`src/sv/http_content_length_framer_unit_defines.svh`:
```
// Assertion macros for the content-length framer.
// Included by the top level; needs nothing else.
`ifndef HTTP_CONTENT_LENGTH_FRAMER_UNIT_DEFINES_SVH
`define HTTP_CONTENT_LENGTH_FRAMER_UNIT_DEFINES_SVH

// Same-cycle implication, disabled during reset
`define CLF_ASSERT_NOW(label, clk, rst_n, ante, cons, msg) \
    label: assert property (@(posedge clk) disable iff (!(rst_n)) (ante) |-> (cons)) \
        else $error(msg);

// Next-cycle implication, disabled during reset
`define CLF_ASSERT_NEXT(label, clk, rst_n, ante, cons, msg) \
    label: assert property (@(posedge clk) disable iff (!(rst_n)) (ante) |=> (cons)) \
        else $error(msg);

`endif

```
`src/sv/clf_pkg.sv`:
```
// Shared types, constants and character lookups for the content-length framer.
// No dependencies.
`timescale 1ns / 1ps

package clf_pkg;

    // Field widths and default length width
    localparam int unsigned LENGTH_BITS_DEF = 32;
    localparam int unsigned OUT_W           = 32;
    localparam int unsigned BYTE_W          = 8;
    localparam int unsigned NAME_LEN        = 14;

    // Characters of interest
    localparam logic [BYTE_W-1:0] CH_CR    = 8'h0D;
    localparam logic [BYTE_W-1:0] CH_LF    = 8'h0A;
    localparam logic [BYTE_W-1:0] CH_SPACE = 8'h20;
    localparam logic [BYTE_W-1:0] CH_TAB   = 8'h09;
    localparam logic [BYTE_W-1:0] CH_0     = 8'h30;
    localparam logic [BYTE_W-1:0] CH_9     = 8'h39;
    localparam logic [BYTE_W-1:0] CH_C     = 8'h43;

    // One result per byte
    typedef struct packed {
        logic             header_done;
        logic             message_done;
        logic [OUT_W-1:0] length_value;
        logic [OUT_W-1:0] body_count;
        logic             length_missing;
        logic             length_overflow;
    } t_result;

    // Characters of the header field name, by match position
    function automatic logic [BYTE_W-1:0] name_char(input logic [3:0] idx);
        logic [BYTE_W-1:0] c;
        unique case (idx)
            4'd0:    c = 8'h43; // C
            4'd1:    c = 8'h6F; // o
            4'd2:    c = 8'h6E; // n
            4'd3:    c = 8'h74; // t
            4'd4:    c = 8'h65; // e
            4'd5:    c = 8'h6E; // n
            4'd6:    c = 8'h74; // t
            4'd7:    c = 8'h2D; // -
            4'd8:    c = 8'h4C; // L
            4'd9:    c = 8'h65; // e
            4'd10:   c = 8'h6E; // n
            4'd11:   c = 8'h67; // g
            4'd12:   c = 8'h74; // t
            4'd13:   c = 8'h68; // h
            default: c = 8'h00;
        endcase
        return c;
    endfunction

    // Characters of the header terminator CR LF CR LF
    function automatic logic [BYTE_W-1:0] term_char(input logic [1:0] idx);
        logic [BYTE_W-1:0] c;
        unique case (idx)
            2'd0:    c = CH_CR;
            2'd1:    c = CH_LF;
            2'd2:    c = CH_CR;
            default: c = CH_LF;
        endcase
        return c;
    endfunction

endpackage

```
`src/sv/clf_if.sv`:
```
// Stream interfaces for the content-length framer: byte in, result out.
// Depends on clf_pkg.
`timescale 1ns / 1ps

interface clf_byte_if;
    import clf_pkg::*;
    logic              valid;
    logic              ready;
    logic [BYTE_W-1:0] rx_byte;

    modport source (output valid, output rx_byte, input ready);
    modport sink   (input valid, input rx_byte, output ready);
endinterface

interface clf_result_if;
    import clf_pkg::*;
    logic             valid;
    logic             ready;
    logic             header_done;
    logic             message_done;
    logic [OUT_W-1:0] length_value;
    logic [OUT_W-1:0] body_count;
    logic             length_missing;
    logic             length_overflow;

    modport source (output valid, output header_done, output message_done,
                    output length_value, output body_count, output length_missing,
                    output length_overflow, input ready);
    modport sink   (input valid, input header_done, input message_done,
                    input length_value, input body_count, input length_missing,
                    input length_overflow, output ready);
endinterface

```
`src/sv/http_content_length_framer_unit.sv`:
```
// Content-length framer for a response byte stream: one result per byte.
//
// Channels: i_rx carries one response byte per transfer (valid/ready);
// o_res returns one result per byte: header_done, message_done, the parsed
// length (saturated, flagged by length_overflow), the body count and
// length_missing on the terminator byte when no length field was seen.
// A byte transferred on i_rx passes the input register and then the result
// register, from which its result is shown on o_res.
// Throughput: one byte per cycle while o_res is not stalled, set by the single
// framing core stage; the decimal step is one shift-add per byte.
// A stalled o_res holds its result; the core and input register then hold
// too, and i_rx.ready drops once the input register is full.
// Reset (i_rst_n low, synchronous) empties both registers and returns the
// framer to searching for the length field. After each completed message
// the framer clears itself in the same step.
// Depends on clf_pkg, the channel interfaces and the stage modules.
`timescale 1ns / 1ps
`include "http_content_length_framer_unit_defines.svh"

module http_content_length_framer_unit #(
    parameter int unsigned LENGTH_BITS = clf_pkg::LENGTH_BITS_DEF
) (
    input  logic         i_clk,
    input  logic         i_rst_n,
    clf_byte_if.sink     i_rx,
    clf_result_if.source o_res
);
    import clf_pkg::*;

    logic              w_in_valid;
    logic [BYTE_W-1:0] w_in_byte;
    logic              w_out_free;
    logic              w_fire;
    t_result           w_result;

    // Move a byte through the core when the result register can take it
    assign w_fire = w_in_valid && w_out_free;

    clf_in_stage u_in (
        .i_clk   (i_clk),
        .i_rst_n (i_rst_n),
        .i_rx    (i_rx),
        .i_take  (w_fire),
        .o_valid (w_in_valid),
        .o_byte  (w_in_byte)
    );

    clf_core #(
        .LENGTH_BITS (LENGTH_BITS)
    ) u_core (
        .i_clk    (i_clk),
        .i_rst_n  (i_rst_n),
        .i_fire   (w_fire),
        .i_byte   (w_in_byte),
        .o_result (w_result)
    );

    clf_out_stage u_out (
        .i_clk    (i_clk),
        .i_rst_n  (i_rst_n),
        .i_load   (w_fire),
        .i_result (w_result),
        .o_free   (w_out_free),
        .o_res    (o_res)
    );

    // A completed message always carries header_done
    `CLF_ASSERT_NOW(a_done_has_header, i_clk, i_rst_n, o_res.valid && o_res.message_done, o_res.header_done, "message_done without header_done")

    // A missing length field completes the message at once with zero length
    `CLF_ASSERT_NOW(a_missing_is_zero, i_clk, i_rst_n, o_res.valid && o_res.length_missing, o_res.message_done && (o_res.length_value == '0), "length_missing without zero-length completion")

    // A byte passed through the core shows up as a result next cycle
    `CLF_ASSERT_NEXT(a_fire_gives_result, i_clk, i_rst_n, w_fire, o_res.valid, "core transfer produced no result")

endmodule

```
`src/sv/clf_in_stage.sv`:
```
// Input register of the content-length framer: holds one byte for the core.
// Depends on clf_pkg and clf_byte_if.
`timescale 1ns / 1ps

module clf_in_stage (
    input  logic                      i_clk,
    input  logic                      i_rst_n,
    clf_byte_if.sink                  i_rx,
    input  logic                      i_take,
    output logic                      o_valid,
    output logic [clf_pkg::BYTE_W-1:0] o_byte
);
    import clf_pkg::*;

    logic              r_valid;
    logic [BYTE_W-1:0] r_byte;
    logic              w_load;

    // Refill whenever the held byte is empty or leaves this cycle
    assign i_rx.ready = !r_valid || i_take;
    assign w_load     = i_rx.valid && i_rx.ready;

    // Hold the valid flag
    always_ff @(posedge i_clk) begin
        if (!i_rst_n) begin
            r_valid <= 1'b0;
        end else if (w_load) begin
            r_valid <= 1'b1;
        end else if (i_take) begin
            r_valid <= 1'b0;
        end
    end

    // Capture the byte on each transfer
    always_ff @(posedge i_clk) begin
        if (w_load) begin
            r_byte <= i_rx.rx_byte;
        end
    end

    assign o_valid = r_valid;
    assign o_byte  = r_byte;

endmodule

```
`src/sv/clf_core.sv`:
```
// Framing core: header scan, length parse, terminator match and body count.
// Depends on clf_pkg.
`timescale 1ns / 1ps

module clf_core #(
    parameter int unsigned LENGTH_BITS = clf_pkg::LENGTH_BITS_DEF
) (
    input  logic                       i_clk,
    input  logic                       i_rst_n,
    input  logic                       i_fire,
    input  logic [clf_pkg::BYTE_W-1:0] i_byte,
    output clf_pkg::t_result           o_result
);
    import clf_pkg::*;

    localparam int unsigned WIDE_W = LENGTH_BITS + 4;
    localparam int unsigned EXT_W  = (LENGTH_BITS > OUT_W) ? LENGTH_BITS : OUT_W;

    typedef enum logic [1:0] {
        PH_SEARCH,
        PH_SKIP,
        PH_VALUE,
        PH_CLOSED
    } t_phase;

    t_phase                 r_phase, n_phase;
    logic [1:0]             r_term, n_term;
    logic [3:0]             r_name, n_name;
    logic [LENGTH_BITS-1:0] r_acc, n_acc;
    logic [LENGTH_BITS-1:0] r_body, n_body;
    logic                   r_in_body, n_in_body;
    logic                   r_sat, n_sat;

    logic              w_is_digit;
    logic              w_is_blank;
    logic [BYTE_W-1:0] w_off;
    logic [WIDE_W-1:0] w_wide;
    logic              w_ovf;
    logic              w_hd;
    logic              w_md;
    logic              w_miss;
    logic [EXT_W-1:0]  w_acc_ext;
    logic [EXT_W-1:0]  w_body_ext;

    // Decimal step: acc * 10 + digit, done as two shifts and an add
    assign w_is_digit = (i_byte >= CH_0) && (i_byte <= CH_9);
    assign w_is_blank = (i_byte == CH_SPACE) || (i_byte == CH_TAB);
    assign w_off      = i_byte - CH_0;
    assign w_wide     = ({4'b0000, r_acc} << 3) + ({4'b0000, r_acc} << 1)
                        + WIDE_W'(w_off[3:0]);
    assign w_ovf      = |w_wide[WIDE_W-1:LENGTH_BITS];

    // Next state and result for the byte in hand
    always_comb begin
        n_phase   = r_phase;
        n_term    = r_term;
        n_name    = r_name;
        n_acc     = r_acc;
        n_body    = r_body;
        n_in_body = r_in_body;
        n_sat     = r_sat;
        w_hd      = 1'b0;
        w_md      = 1'b0;
        w_miss    = 1'b0;

        if (r_in_body) begin
            // Count body bytes; nothing is parsed here
            n_body = r_body + LENGTH_BITS'(1);
            w_hd   = 1'b1;
            w_md   = (n_body == r_acc);
        end else begin
            // Length field parser
            unique case (r_phase)
                PH_SEARCH: begin
                    if ((r_name < 4'(NAME_LEN)) && (i_byte == name_char(r_name))) begin
                        if (r_name == 4'(NAME_LEN - 1)) begin
                            n_phase = PH_SKIP;
                            n_name  = '0;
                        end else begin
                            n_name = r_name + 4'd1;
                        end
                    end else begin
                        n_name = (i_byte == CH_C) ? 4'd1 : 4'd0;
                    end
                end
                PH_SKIP: begin
                    n_phase = PH_VALUE;
                    n_name  = '0;
                end
                PH_VALUE: begin
                    if (w_is_digit) begin
                        if (r_sat || w_ovf) begin
                            n_acc = '1;
                            n_sat = 1'b1;
                        end else begin
                            n_acc = w_wide[LENGTH_BITS-1:0];
                        end
                        n_name = 4'd1;
                    end else if (!(w_is_blank && (r_name == 4'd0))) begin
                        n_phase = PH_CLOSED;
                    end
                end
                PH_CLOSED: begin
                end
                default: begin
                end
            endcase

            // Terminator match
            if (i_byte == term_char(r_term)) begin
                if (r_term == 2'd3) begin
                    n_term = '0;
                    w_hd   = 1'b1;
                    w_miss = (n_phase == PH_SEARCH);
                    n_body = '0;
                    if (n_acc == '0) begin
                        w_md = 1'b1;
                    end else begin
                        n_in_body = 1'b1;
                    end
                end else begin
                    n_term = r_term + 2'd1;
                end
            end else begin
                n_term = (i_byte == CH_CR) ? 2'd1 : 2'd0;
            end
        end

        // Result shows values held before the clear
        w_acc_ext  = EXT_W'(n_acc);
        w_body_ext = EXT_W'(n_body);
        o_result.header_done     = w_hd;
        o_result.message_done    = w_md;
        o_result.length_value    = w_acc_ext[OUT_W-1:0];
        o_result.body_count      = w_body_ext[OUT_W-1:0];
        o_result.length_missing  = w_miss;
        o_result.length_overflow = n_sat;

        // Clear for the next response once the message completes
        if (w_md) begin
            n_phase   = PH_SEARCH;
            n_term    = '0;
            n_name    = '0;
            n_acc     = '0;
            n_body    = '0;
            n_in_body = 1'b0;
            n_sat     = 1'b0;
        end
    end

    // Hold framing state; advance on each byte taken
    always_ff @(posedge i_clk) begin
        if (!i_rst_n) begin
            r_phase   <= PH_SEARCH;
            r_term    <= '0;
            r_name    <= '0;
            r_acc     <= '0;
            r_body    <= '0;
            r_in_body <= 1'b0;
            r_sat     <= 1'b0;
        end else if (i_fire) begin
            r_phase   <= n_phase;
            r_term    <= n_term;
            r_name    <= n_name;
            r_acc     <= n_acc;
            r_body    <= n_body;
            r_in_body <= n_in_body;
            r_sat     <= n_sat;
        end
    end

endmodule

```
`src/sv/clf_out_stage.sv`:
```
// Result register of the content-length framer, drives the result channel.
// Depends on clf_pkg and clf_result_if.
`timescale 1ns / 1ps

module clf_out_stage (
    input  logic             i_clk,
    input  logic             i_rst_n,
    input  logic             i_load,
    input  clf_pkg::t_result i_result,
    output logic             o_free,
    clf_result_if.source     o_res
);
    import clf_pkg::*;

    logic    r_valid;
    t_result r_result;

    // Free when empty or when the held result leaves this cycle
    assign o_free = !r_valid || o_res.ready;

    // Hold the valid flag
    always_ff @(posedge i_clk) begin
        if (!i_rst_n) begin
            r_valid <= 1'b0;
        end else if (i_load) begin
            r_valid <= 1'b1;
        end else if (o_res.ready) begin
            r_valid <= 1'b0;
        end
    end

    // Capture the result
    always_ff @(posedge i_clk) begin
        if (i_load) begin
            r_result <= i_result;
        end
    end

    assign o_res.valid           = r_valid;
    assign o_res.header_done     = r_result.header_done;
    assign o_res.message_done    = r_result.message_done;
    assign o_res.length_value    = r_result.length_value;
    assign o_res.body_count      = r_result.body_count;
    assign o_res.length_missing  = r_result.length_missing;
    assign o_res.length_overflow = r_result.length_overflow;

endmodule

```
`src/flat_wrapper.sv`:
```
// flat-port wrapper written by rule: the top's interface ports become plain ports
module http_content_length_framer_unit_flat import clf_pkg::*;
#(
    parameter int unsigned LENGTH_BITS = clf_pkg::LENGTH_BITS_DEF
)
  (i_clk, i_rst_n, i_rx_valid, i_rx_rx_byte, i_rx_ready, o_res_valid, o_res_header_done, o_res_message_done, o_res_length_value, o_res_body_count, o_res_length_missing, o_res_length_overflow, o_res_ready);
  clf_byte_if i_rx_i ();
  clf_result_if o_res_i ();
  input  logic i_clk;
  input  logic i_rst_n;
  input wire logic [$bits(i_rx_i.valid)-1:0] i_rx_valid;
  input wire logic [$bits(i_rx_i.rx_byte)-1:0] i_rx_rx_byte;
  output wire logic [$bits(i_rx_i.ready)-1:0] i_rx_ready;
  output wire logic [$bits(o_res_i.valid)-1:0] o_res_valid;
  output wire logic [$bits(o_res_i.header_done)-1:0] o_res_header_done;
  output wire logic [$bits(o_res_i.message_done)-1:0] o_res_message_done;
  output wire logic [$bits(o_res_i.length_value)-1:0] o_res_length_value;
  output wire logic [$bits(o_res_i.body_count)-1:0] o_res_body_count;
  output wire logic [$bits(o_res_i.length_missing)-1:0] o_res_length_missing;
  output wire logic [$bits(o_res_i.length_overflow)-1:0] o_res_length_overflow;
  input wire logic [$bits(o_res_i.ready)-1:0] o_res_ready;
  assign i_rx_i.valid = i_rx_valid;
  assign i_rx_i.rx_byte = i_rx_rx_byte;
  assign i_rx_ready = i_rx_i.ready;
  assign o_res_valid = o_res_i.valid;
  assign o_res_header_done = o_res_i.header_done;
  assign o_res_message_done = o_res_i.message_done;
  assign o_res_length_value = o_res_i.length_value;
  assign o_res_body_count = o_res_i.body_count;
  assign o_res_length_missing = o_res_i.length_missing;
  assign o_res_length_overflow = o_res_i.length_overflow;
  assign o_res_i.ready = o_res_ready;
  http_content_length_framer_unit #(.LENGTH_BITS(LENGTH_BITS)) u_core (.i_clk(i_clk), .i_rst_n(i_rst_n), .i_rx(i_rx_i), .o_res(o_res_i));
endmodule
```
`config.mk`:
```
export PLATFORM = sky130hd
export DESIGN_NAME = http_content_length_framer_unit_flat
export DESIGN_NICKNAME = d
export VERILOG_FILES = /design/src/sv/clf_pkg.sv /design/src/sv/clf_if.sv /design/src/sv/http_content_length_framer_unit.sv /design/src/sv/clf_in_stage.sv /design/src/sv/clf_core.sv /design/src/sv/clf_out_stage.sv /design/src/flat_wrapper.sv
export VERILOG_INCLUDE_DIRS = /design/src /design/src/sv
export SDC_FILE = /design/constraint.sdc
export NUM_CORES = 1
export LEC_CHECK = 0
export BUFFER_PORTS_ARGS = -buffer_cell sky130_fd_sc_hd__clkbuf_2
export CORE_MARGIN = 4
export CORE_UTILIZATION = 60
export CTS_CLUSTER_SIZE = 40
export DETAILED_ROUTE_END_ITERATION = 6
export HOLD_SLACK_MARGIN = 0.05
export PLACE_DENSITY_LB_ADDON = 0.2
export SLEW_MARGIN = 20
export SYNTH_ARGS = -nofsm -noshare
export SYNTH_HDL_FRONTEND = slang
export SYNTH_SLANG_ARGS = --single-unit
```
`constraint.sdc`:
```
create_clock -name i_clk -period 6.7 [get_ports i_clk]
set_clock_uncertainty 0.1 [all_clocks]
set_input_delay 0.67 -clock i_clk [delete_from_list [all_inputs] [get_ports i_clk]]
set_output_delay 0.67 -clock i_clk [all_outputs]
set_load 0.1 [all_outputs]
```
* Word level (Yosys, flattened, before mapping)
Memories as Yosys holds them, arrays and structs flattened. A register that Yosys moved wholly into a read port is not among the register bits. Cells that the tools add are included.
Operators by class: muxes and demuxes 56, equal/unequal tests 14, add/sub/neg operators 6, reductions and logical operators 24, order comparisons 3, bitwise operators 2
Operator list (number):
- 32-bit two-way mux | 10
- 35-bit by 33-bit adder with 36-bit output | 1
- 36-bit by 4-bit adder with 36-bit output | 1
- 32-bit by 1-bit adder with 32-bit output (second input constant) | 1
- 32-bit equality test | 1
- 32-bit logical NOT | 1
- 4-bit two-way mux | 7
- 8-bit two-way mux | 3
- 1-bit two-way mux | 22
- 2-bit two-way mux | 11
- 8-bit by 4-bit equality test with 1-bit output (second input constant) | 2
- 8-bit equality test | 2
- 4-bit one-hot mux with 3 select lines | 1
- 8-bit by 6-bit equality test with 1-bit output (second input constant) | 1
- 8-bit by 7-bit equality test with 1-bit output (second input constant) | 1
- 8-bit by 6-bit >= comparator with 1-bit output (second input constant) | 1
- 8-bit by 6-bit <= comparator with 1-bit output (second input constant) | 1
- 2-bit equality test (second input constant) | 3
- 2-bit logical NOT | 3
- 2-bit one-hot mux with 3 select lines | 1
- 1-bit logical AND | 5
- 4-bit by 1-bit adder with 4-bit output (second input constant) | 1
- 4-bit equality test (second input constant) | 1
- 4-bit logical NOT | 1
- 17 further kinds | 23
Word-level totals: logic and storage cells 122, register bits 152, memories 1, ROM bits 112, output and inout port bits 70
Memories:
- (no name shown) | depth 16, bits a word 7, read ports 1, clocked after memory_dff 1, wr ports 0, RTL line clf_pkg.sv:35 | unique case (idx)

* Depth between registers and ports, before layout
Gate-level depths: netlist of run 1.
word-level depth 17, gate-level depth with buffers 25, gate-level depth less buffers 23

* By module
Synthesis of run 1 repeated with hierarchy kept, for this count alone.
Unflattened totals: cells, all modules 1335, area total of the unflattened synthesis 11457.2 µm²
By module, submodules not included:
- clf_core | cells an instance 1249, times used 1, area each 9062.4 µm²
- clf_out_stage | cells an instance 72, times used 1, area each 2090.8 µm²
- clf_in_stage | cells an instance 13, times used 1, area each 297.8 µm²
- http_content_length_framer_unit | cells an instance 1, times used 1, area each 6.3 µm²

* Least setup slack after synthesis of run 1
OpenSTA, ideal clock, no wires.
path type register -> register, start register u_core.u_in.r_byte[3] (netlist: u_core.u_in.o_byte[3]), end register (tool-made name), cell stages (with the launch flop) 26, setup time 137 ps, data arrival time 4950 ps, path slack 1513 ps, period minus slack after synthesis 5187 ps, buffers on the path 2, path through edfxtp_1 -> clkbuf_1 -> inv_1 -> fa_1 -> inv_1 -> ha_1 -> a211oi_1 -> o211ai_1 -> a41o_1 -> a211oi_1 -> nor3_1 -> and4b_1 -> buf_2 -> o2111ai_1 -> a2111oi_0 -> and4b_1 -> nand4_1 -> o21a_1 -> a21o_1 -> and2_1 -> inv_1 -> ha_1 -> inv_1 -> a21oi_1 -> a21oi_1 -> o211ai_1
RTL lines:
- start: declaration | RTL line clf_in_stage.sv:16 | logic [BYTE_W-1:0] r_byte;
- start signal: assignment | RTL line clf_in_stage.sv:37 | r_byte <= i_rx.rx_byte;

==> results.toml, run 1 <==
[yosys]
syn_nets = 1472
synth.area.top_cells = "edfxtp_1, dfxtp_1, ha_1, nand2_1, a21boi_0"
synth_top_area_share_pct = 19.7
netlist_area_sq_um = 11600
synth_edf_count = 76
syn_inst = 1381
synth_top_cell_by_area = "edfxtp_1"
synth-seq-cells = 159
synth_area_per_cell_sq_um = 8.41
ys.flop_type = "dfxtp_1"
synth.distinct_cells = 80
seq_area_frac_synth_pct = 34.0
postSynth.asyncResetShare_pct = 0
yosysWarningCount = 0

[sta]
min_period_over_period_pct = 91.3
hold_viol = 0
worst_pin_slew_ps = 1210
finalMaxSlewViolations = 0
setup_viol = 0
hold_ws_ps = 305
final.min_clock_period_ps = 6110
setup_slack_ps = 586
slew-limit-headroom_pct = 19.1
fmax_mhz = 164
rsz0062_at_grt = "no"
finalSetupTns_ps = 0

[clock_tree]
cts_setup_buffers = 0
clock-sinks = 159
clk_latency_ps = 430
cts.repair.resized = 0
path_clk_slew_ps = 70
cts_tree = "done"
ctsHoldBuffers = 0
ctsLongestPathBuffers = 2
cts-root-buf = "clkbuf_16"
cts_max_level = 4
cts_buffers = 17

[route]
routed_via_density = 6.48
dr_total_vias = 10850
drt_iter0_drc = 1085
wl_per_cell_um = 20.5
wl_mm = 34.3
firstDrtPassIters = 7
ant_nets = 0
drcViolationCount = 0

[critical_path]
critPathMaxFanout = 7
critPathKind = "reg2reg"
cp-end-kind = "flip-flop"
arrival_ps = 6290
r2r_cells = 23
critical_path_required_ps = 6880
start_kind = "flip-flop"

[placed_design]
dp_slack_ps = 670
place_congestion = 1.00
io_buffers = 81
placedCellCount = 1643
place_area_sq_um = 12100
hpwl_mm = 24.5

[global_routing]
grt_max_degree = 87
grt.total_usage_pct = 31.3
grt_pass1_wl_mm = 54.0
grt-ovfl-total = 0
antenna_found_initial = 0
grt_pass1_vias = 9721

[floorplan]
io_pins = 82
row_count = 50
die_h_um = 147
start_util_pct = 61.5
die_w_um = 147
dieArea_sq_um = 21600
core_sq_um = 18900

[layout]
areaGrowthSynthToFinish_pct = 9.27
stdcell_area_sq_um = 12700
n_antenna_cell = 0
layout.cells.non_filler = 1675
mostFrequentLayoutCells = "nand2_1, nand3_1, a21oi_1, dfxtp_1, clkbuf_2"
drive_above_1_share_pct = 11.3
final_nets = 1493
final_common_cell = "nand2_1"

[status]
status = "finished clean"

[min_path]
hold_path_depth = 1
min_path_type = "in2reg"

[flow_run]
maxCapViolations = 0

[pwr]
powerDensity_nw_per_um2 = 175
ir_drop_mv = 0.173
p_leak_nw = 4.99
## worst max-delay path, stage by stage, from the launching register on
cell and delay [ps]:
edfxtp_1 480, inv_1 140, fa_1 600, inv_1 60
ha_1 300, a211oi_1 310, o211ai_1 170, a41o_1 330
a211oi_1 330, nor3_1 80, and4b_1 390, o2111ai_1 170
a2111oi_0 460, and4b_1 400, nand4_1 310, o21a_1 220
a21o_1 190, and2_1 210, inv_1 120, ha_1 230
inv_1 80, a21oi_1 50, a21oi_1 130, o211ai_1 90
## layout make-up
class | count | area, sq um
fill | 1599 | 6210
inverter | 41 | 156
multi-input combinational | 1086 | 7160
clock buffer | 17 | 425
sequential | 159 | 3950
timing repair buffer | 97 | 526
clock inverter | 15 | 153
tap | 260 | 325
## registers in the layout (all words and copies together) (netlist names), named ones only
register,count
u_core.u_core.r_acc,32
u_core.u_core.r_body,32
u_core.u_core.r_in_body,1
u_core.u_core.r_name,4
u_core.u_core.r_phase,2
u_core.u_core.r_sat,1
u_core.u_core.r_term,2
u_core.u_in.o_byte,8
u_core.u_in.o_valid,1
u_core.u_out.o_res.body_count,32
u_core.u_out.o_res.header_done,1
u_core.u_out.o_res.length_missing,1
u_core.u_out.o_res.length_overflow,1
u_core.u_out.o_res.length_value,32
u_core.u_out.o_res.message_done,1
u_core.u_out.o_res.valid,1
## logic make-up (layout without fill, tap and decap cells)
family / after synthesis / count (layout) / synth area share (%)
multiplexers: 17 / 17 / 1.50
XOR/XNOR: 83 / 83 / 6.26
AO/OA/AOI/OAI: 400 / 400 / 22.8
flip-flops: 159 / 159 / 34.0
adder cells (fa/ha/maj): 79 / 79 / 8.64
AND/OR/NAND/NOR: 507 / 507 / 22.2
buffers and inverters: 136 / 170 / 4.68
## metrics by stage
stage / power, mW / util, %
floorplan: 1.24 / -
global placement: 1.27 / 64.1
detailed placement: 1.27 / 64.1
CTS: 2.23 / 67.1
global route: 2.28 / 67.1
finish: 2.22 / 67.1
## cells in the mapped netlist, types with 8 or more instances
| cell | count |
|---|---|
| mux2i_1 | 14 |
| nor2b_1 | 17 |
| a22oi_1 | 8 |
| or3_1 | 8 |
| o211ai_1 | 10 |
| ha_1 | 77 |
| clkbuf_1 | 70 |
| nand4_1 | 27 |
| buf_1 | 9 |
| nor2_1 | 65 |
| a21boi_0 | 70 |
| nand2b_1 | 10 |
| and3_1 | 18 |
| nand3_1 | 99 |
| nor4_1 | 15 |
| o22a_1 | 23 |
| a21o_1 | 8 |
| inv_1 | 40 |
| edfxtp_1 | 76 |
| and2_1 | 17 |
| a31oi_1 | 13 |
| a21oi_1 | 96 |
| dfxtp_1 | 83 |
| o21a_1 | 12 |
| xnor2_1 | 49 |
| o31ai_1 | 9 |
| xor2_1 | 34 |
| buf_2 | 14 |
| nand2_1 | 158 |
| nor3_1 | 31 |
| o21ai_0 | 78 |
## report_power, final
part           internal, mW  switching, mW  total, mW  leakage [nW]
clock                 0.524          0.448      0.972         0.275
combinational        0.0262          0.176      0.202          3.33
sequential             1.04         0.0103       1.05          1.38
## layer usage
| metal | share of wire, % | vias to the layer above | track usage [%] |
|---|---|---|---|
| li1 | - | 5121 | - |
| met1 | 44 | 5100 | 44.4 |
| met2 | 44 | 549 | 47.6 |
| met3 | 8.8 | 80 | 6.08 |
| met4 | 3.7 | 0 | 11.8 |
| met5 | 0 | - | 0 |
## final timing paths
path | end | startpoint | slack (ps)
max | flip-flop | u_core.u_in.o_byte[3] | 590
min | u_core.u_in.o_byte[6] | i_rx_rx_byte[6] | 300
min reg2reg | u_core.u_core.r_sat | u_core.u_core.r_sat | 370
max reg2reg | flip-flop | u_core.u_in.o_byte[3] | 590
Power figures use the tool's default switching activity.
==> inputs of run 2 (changes only) <==
--- a/config.mk
+++ b/config.mk
@@ -6,7 +6,7 @@
 export SDC_FILE = /design/constraint.sdc
 export NUM_CORES = 1
 export LEC_CHECK = 0
-export BUFFER_PORTS_ARGS = -buffer_cell sky130_fd_sc_hd__clkbuf_2
+export BUFFER_PORTS_ARGS = -buffer_cell sky130_fd_sc_hd__buf_2
 export CORE_MARGIN = 4
 export CORE_UTILIZATION = 60
 export CTS_CLUSTER_SIZE = 40
==> run 2 against run 1 <==
Effect of this change: the run now ends with DRC left; count of clock-buffer cells in the layout is the same; combinational power about the same; clock power is 0.8% higher; hold slack got worse by 6.2 ps; largest cell class unchanged; largest power group unchanged.
==> results.toml, run 2 (synthesis results as in run 1) <==
[global_routing]
grt-ovfl-total = 0
grt_pass1_wl_mm = 55.0
grt_max_degree = 91
grt_pass1_vias = 9648
antenna_found_initial = 0
grt.total_usage_pct = 31.8

[layout]
fillers = 1571
areaGrowthSynthToFinish_pct = 9.19
mostFrequentLayoutCells = "nand2_1, nand3_1, a21oi_1, dfxtp_1, buf_2"
final_nets = 1492
drive_above_1_share_pct = 11.3
final_common_cell = "nand2_1"
n_antenna_cell = 0
stdcell_area_sq_um = 12700
layout.cells.non_filler = 1674

[critical_path]
worstReg2RegStart = "u_core.u_in.o_byte[3]"
critPathKind = "reg2reg"
max_stage_delay_ps = 610
r2r_cells = 23
critical_path_required_ps = 6880
critPathMaxFanout = 7
start_kind = "flip-flop"
cp_common_cell = "inv_1"
path_cells = "inv_1 > fa_1 > inv_1 > ha_1 > a211oi_1 > o211ai_1 > a41o_1 > a211oi_1 > nor3_1 > and4b_1 > o2111ai_1 > a2111oi_0 > and4b_1 > nand4_1 > o21a_1 > a21o_1 > and2_1 > inv_1 > ha_1 > inv_1 > a21oi_1 > a21oi_1 > o211ai_1"
arrival_ps = 6360
cp-end-kind = "flip-flop"
worst-r2r-setup-slack_ps = 520
cpMaxStageDelayCell = "fa_1"

[placed_design]
dp_slack_ps = 628
io_buffers = 81
place_congestion = 1.01
place_area_sq_um = 12100
hpwl_mm = 24.7
placedCellCount = 1642

[clock_tree]
clk_latency_ps = 440
cts_tree = "done"
cts-root-buf = "clkbuf_16"
cts_max_level = 4
cts_buffers = 17
ctsLongestPathBuffers = 2
clock-sinks = 159
cts_setup_buffers = 0
path_clk_slew_ps = 70
cts.repair.resized = 0
ctsHoldBuffers = 0

[route]
dr_total_vias = 10937
firstDrtPassIters = 7
ant_nets = 0
routed_via_density = 6.53
drcViolationCount = 1
drt_iter0_drc = 1226
wl_mm = 35.1
wl_per_cell_um = 21.0

[pwr]
power_frac_seq_pct = 46.9
p_int_mw = 1.59
powerDensity_nw_per_um2 = 176
combPwrFrac_pct = 9.1
ir_drop_mv = 0.164
clkPwrFrac_pct = 44.0
p_sw_mw = 0.643
p_leak_nw = 4.95
switching_share_pct = 28.8

[sta]
setup_viol = 0
final.min_clock_period_ps = 6180
setup_slack_ps = 518
hold_viol = 0
finalMaxSlewViolations = 0
rsz0062_at_grt = "no"
slew-limit-headroom_pct = 23.8
fmax_mhz = 162
min_period_over_period_pct = 92.3
finalSetupTns_ps = 0
worst_pin_slew_ps = 1140

[status]
status = "finished with violations"
violations = "DRC"

[flow_run]
maxCapViolations = 0

[floorplan]
die_w_um = 147
core_sq_um = 18900
row_count = 50
start_util_pct = 61.5
io_pins = 82
dieArea_sq_um = 21600
die_h_um = 147

[min_path]
holdPathEnd = "u_core.u_in.o_byte[5]"
hold_path_depth = 1
min_from = "i_rx_rx_byte[5]"
min_path_type = "in2reg"
[run 2: cell types whose count changed in the layout (fill, tap and decap cells not counted), sizes merged]
cell / delta
clkbuf: -81
clkinvlp: +1
buf: +80
inv: -1
[run 2: layout make-up]
type	instances	area, sq um	share of cell area (%)
sequential	159	3950	31.1
timing repair buffer	96	518	4.09
inverter	41	156	1.23
tap	260	325	2.57
multi-input combinational	1086	7160	56.4
clock inverter	15	151	1.19
clock buffer	17	425	3.36
[run 2: how the worst max path moves through the flow]
stage,start,endpoint,slack (ps)
2_1_floorplan,u_core.u_in.o_byte[3],flip-flop,1510
3_3_place_gp,u_core.u_in.o_byte[3],flip-flop,770
3_5_place_dp,u_core.u_in.o_byte[3],flip-flop,630
4_1_cts,u_core.u_in.o_byte[3],flip-flop,590
5_1_grt,u_core.u_in.o_byte[3],flip-flop,140
6_report,u_core.u_in.o_byte[3],flip-flop,520
[run 2: through the flow]
step / util (%) / hold slack (ps) / power [mW]
floorplan: - / 346 / 1.24
global placement: 64.0 / 356 / 1.27
global route: 67.1 / 293 / 2.29
finish: 67.1 / 299 / 2.23
CTS: 67.1 / 296 / 2.23
detailed placement: 64.0 / 363 / 1.27
[run 2: critical path, delay by kind of cell (launching register included)]
kind / cells / cell delay [ps]
flip-flops: 1 / 470
AO/OA/AOI/OAI: 11 / 2500
buffers and inverters: 4 / 390
AND/OR/NAND/NOR: 5 / 1430
adder cells (fa/ha/maj): 3 / 1140
[run 2: power by group through the flow]
stage	combinational (mW)	clock (mW)	sequential [mW]
CTS	0.203	0.980	1.05
detailed placement	0.203	0	1.07
floorplan	0.0421	0	1.20
finish	0.203	0.980	1.05
global placement	0.202	0	1.07
global route	0.210	1.03	1.05
[run 2: layer usage]
metal	up-vias	GRT usage [%]	part of all wire (%)
met3	83	4.84	8.5
met5	-	0	0
met4	0	10.3	3.0
met1	5170	46.2	44
met2	569	49.0	45
li1	5115	-	-
==> inputs of run 3 (changes only) <==
==> constraint.sdc (replaced) <==
create_clock -name i_clk -period 6.15 [get_ports i_clk]
set_clock_uncertainty 0.1 [all_clocks]
set_input_delay 0.615 -clock i_clk [delete_from_list [all_inputs] [get_ports i_clk]]
set_output_delay 0.615 -clock i_clk [all_outputs]
set_load 0.1 [all_outputs]
==> run 3 against run 2 <==
Effect of this change: non-clock buffer count up 21; flip-flop and latch count unchanged; critical path type unchanged; routed wire length up 1.4%; die area unchanged; maximum frequency up 7.8%; global-route usage up 0.35 points; critical path depth unchanged; the run now ends clean; worst setup slack worse by 100 ps; combinational power up 11%.
==> results.toml, run 3 (synthesis results as in run 1) <==
[floorplan]
core_sq_um = 18900
die_w_um = 147
row_count = 50
dieArea_sq_um = 21600
die_h_um = 147
start_util_pct = 61.5
io_pins = 82

[sta]
setup_viol = 0
finalMaxSlewViolations = 0
final.min_clock_period_ps = 5730
hold_ws_ps = 250
fmax_mhz = 174
worst_pin_slew_ps = 991
finalSetupTns_ps = 0
slew-limit-headroom_pct = 33.9
setup_slack_ps = 418
hold_viol = 0
min_period_over_period_pct = 93.2
rsz0062_at_grt = "no"

[clock_tree]
cts_max_level = 4
cts-root-buf = "clkbuf_16"
cts_buffers = 17
cts_tree = "done"
ctsHoldBuffers = 0
clock-sinks = 159
clk_latency_ps = 440
ctsLongestPathBuffers = 2
path_clk_slew_ps = 70

[critical_path]
critPathMaxFanout = 7
cp-end-kind = "flip-flop"
critical_path_required_ps = 6320
path_cells = "inv_1 > fa_1 > fa_1 > nand2b_1 > a21oi_1 > o21ai_0 > a211o_1 > a21oi_1 > xnor2_1 > o2111ai_1 > a2111oi_1 > and4b_2 > nand4_1 > buf_4 > o21a_1 > a21o_1 > and2_1 > inv_1 > ha_1 > inv_1 > a21oi_1 > a21oi_1 > o211ai_1"
worst-path-buf-inv = 4
path_delay_family = "compound AO/OA/AOI/OAI gates"
arrival_ps = 5910
cp_common_cell = "a21oi_1"
start_kind = "flip-flop"
max_stage_delay_ps = 520
critPathKind = "reg2reg"
cpMaxStageDelayCell = "fa_1"

[route]
drcViolationCount = 0
wl_mm = 35.6
dr_total_vias = 11032
firstDrtPassIters = 6
routed_via_density = 6.51
drt_iter0_drc = 1063
ant_nets = 0
wl_per_cell_um = 21.0

[placed_design]
io_buffers = 81
hpwl_mm = 25.9
dp_slack_ps = 121
place_congestion = 1.01

[pwr]
ir_drop_mv = 0.176
powerDensity_nw_per_um2 = 186
p_leak_nw = 5.06
power_mw = 2.39

[status]
status = "finished clean"

[layout]
final_common_cell = "nand2_1"
mostFrequentLayoutCells = "nand2_1, nand3_1, a21oi_1, dfxtp_1, buf_2"
areaGrowthSynthToFinish_pct = 10.5
n_antenna_cell = 0
final_nets = 1513
drive_above_1_share_pct = 12.9

[global_routing]
grt_pass1_wl_mm = 55.7
grt.total_usage_pct = 32.2
grt-ovfl-total = 0
grt_max_degree = 86
antenna_found_initial = 1
grt_pass1_vias = 10073

[min_path]
min_path_type = "in2reg"

[flow_run]
maxCapViolations = 0
## run 3: cell count changes in the layout (fill, tap and decap cells not counted), moves of 2 or more
cell	before	now
buf_4	15	36
a211oi_1	4	2
a211oi_2	0	2
clkinv_2	1	3
clkinv_4	3	1
inv_6	3	5
## run 3: cell type report
cell class | instances | area, sq um
Multi-Input combinational cell | 1086 | 7170
Fill cell | 1589 | 6070
Tap cell | 260 | 325
Clock inverter | 15 | 129
Inverter | 41 | 156
Sequential cell | 159 | 3950
Timing Repair Buffer | 117 | 676
Clock buffer | 17 | 425
## run 3: routing by layer
| metal | GRT usage [%] | routed length, um | vias to the layer above |
|---|---|---|---|
| met4 | 11.6 | 1290 | 2 |
| met2 | 49.5 | 15700 | 549 |
| met1 | 46.4 | 15700 | 5238 |
| met5 | 0 | 20 | - |
| li1 | - | - | 5165 |
| met3 | 4.66 | 2880 | 78 |
## run 3: path summary, 6_finish.rpt
check / startpoint / endpoint / slack (ps) / cells past startpoint
worst max-delay path: u_core.u_core.r_acc[0] / flip-flop / 420 / 23
worst min-delay path: i_rx_rx_byte[7] / u_core.u_in.o_byte[7] / 250 / 1
worst max register to register: u_core.u_core.r_acc[0] / flip-flop / 420 / 23
worst min register to register: u_core.u_core.r_sat / u_core.u_core.r_sat / 380 / 2
## run 3: what timing repair did
item,4_1_cts,5_1_grt
buffers inserted,0,1
endpoints found under the setup margin,0,5
resized for setup,0,6
## run 3: metrics by stage
| step | util, % | std cells | instance area [sq um] |
|---|---|---|---|
| 2_1_floorplan | - | 1381 | 11600 |
| 3_3_place_gp | 64.8 | 1662 | 12300 |
| 3_5_place_dp | 64.8 | 1662 | 12300 |
| 4_1_cts | 67.8 | 1694 | 12800 |
| 5_1_grt | 67.9 | 1695 | 12800 |
| 6_report | 67.9 | 1695 | 12800 |
## run 3: report_power, final
part / internal [mW] / switching [mW]
Clock: 0.530 / 0.493
Combinational: 0.0306 / 0.195
Sequential: 1.13 / 0.00938
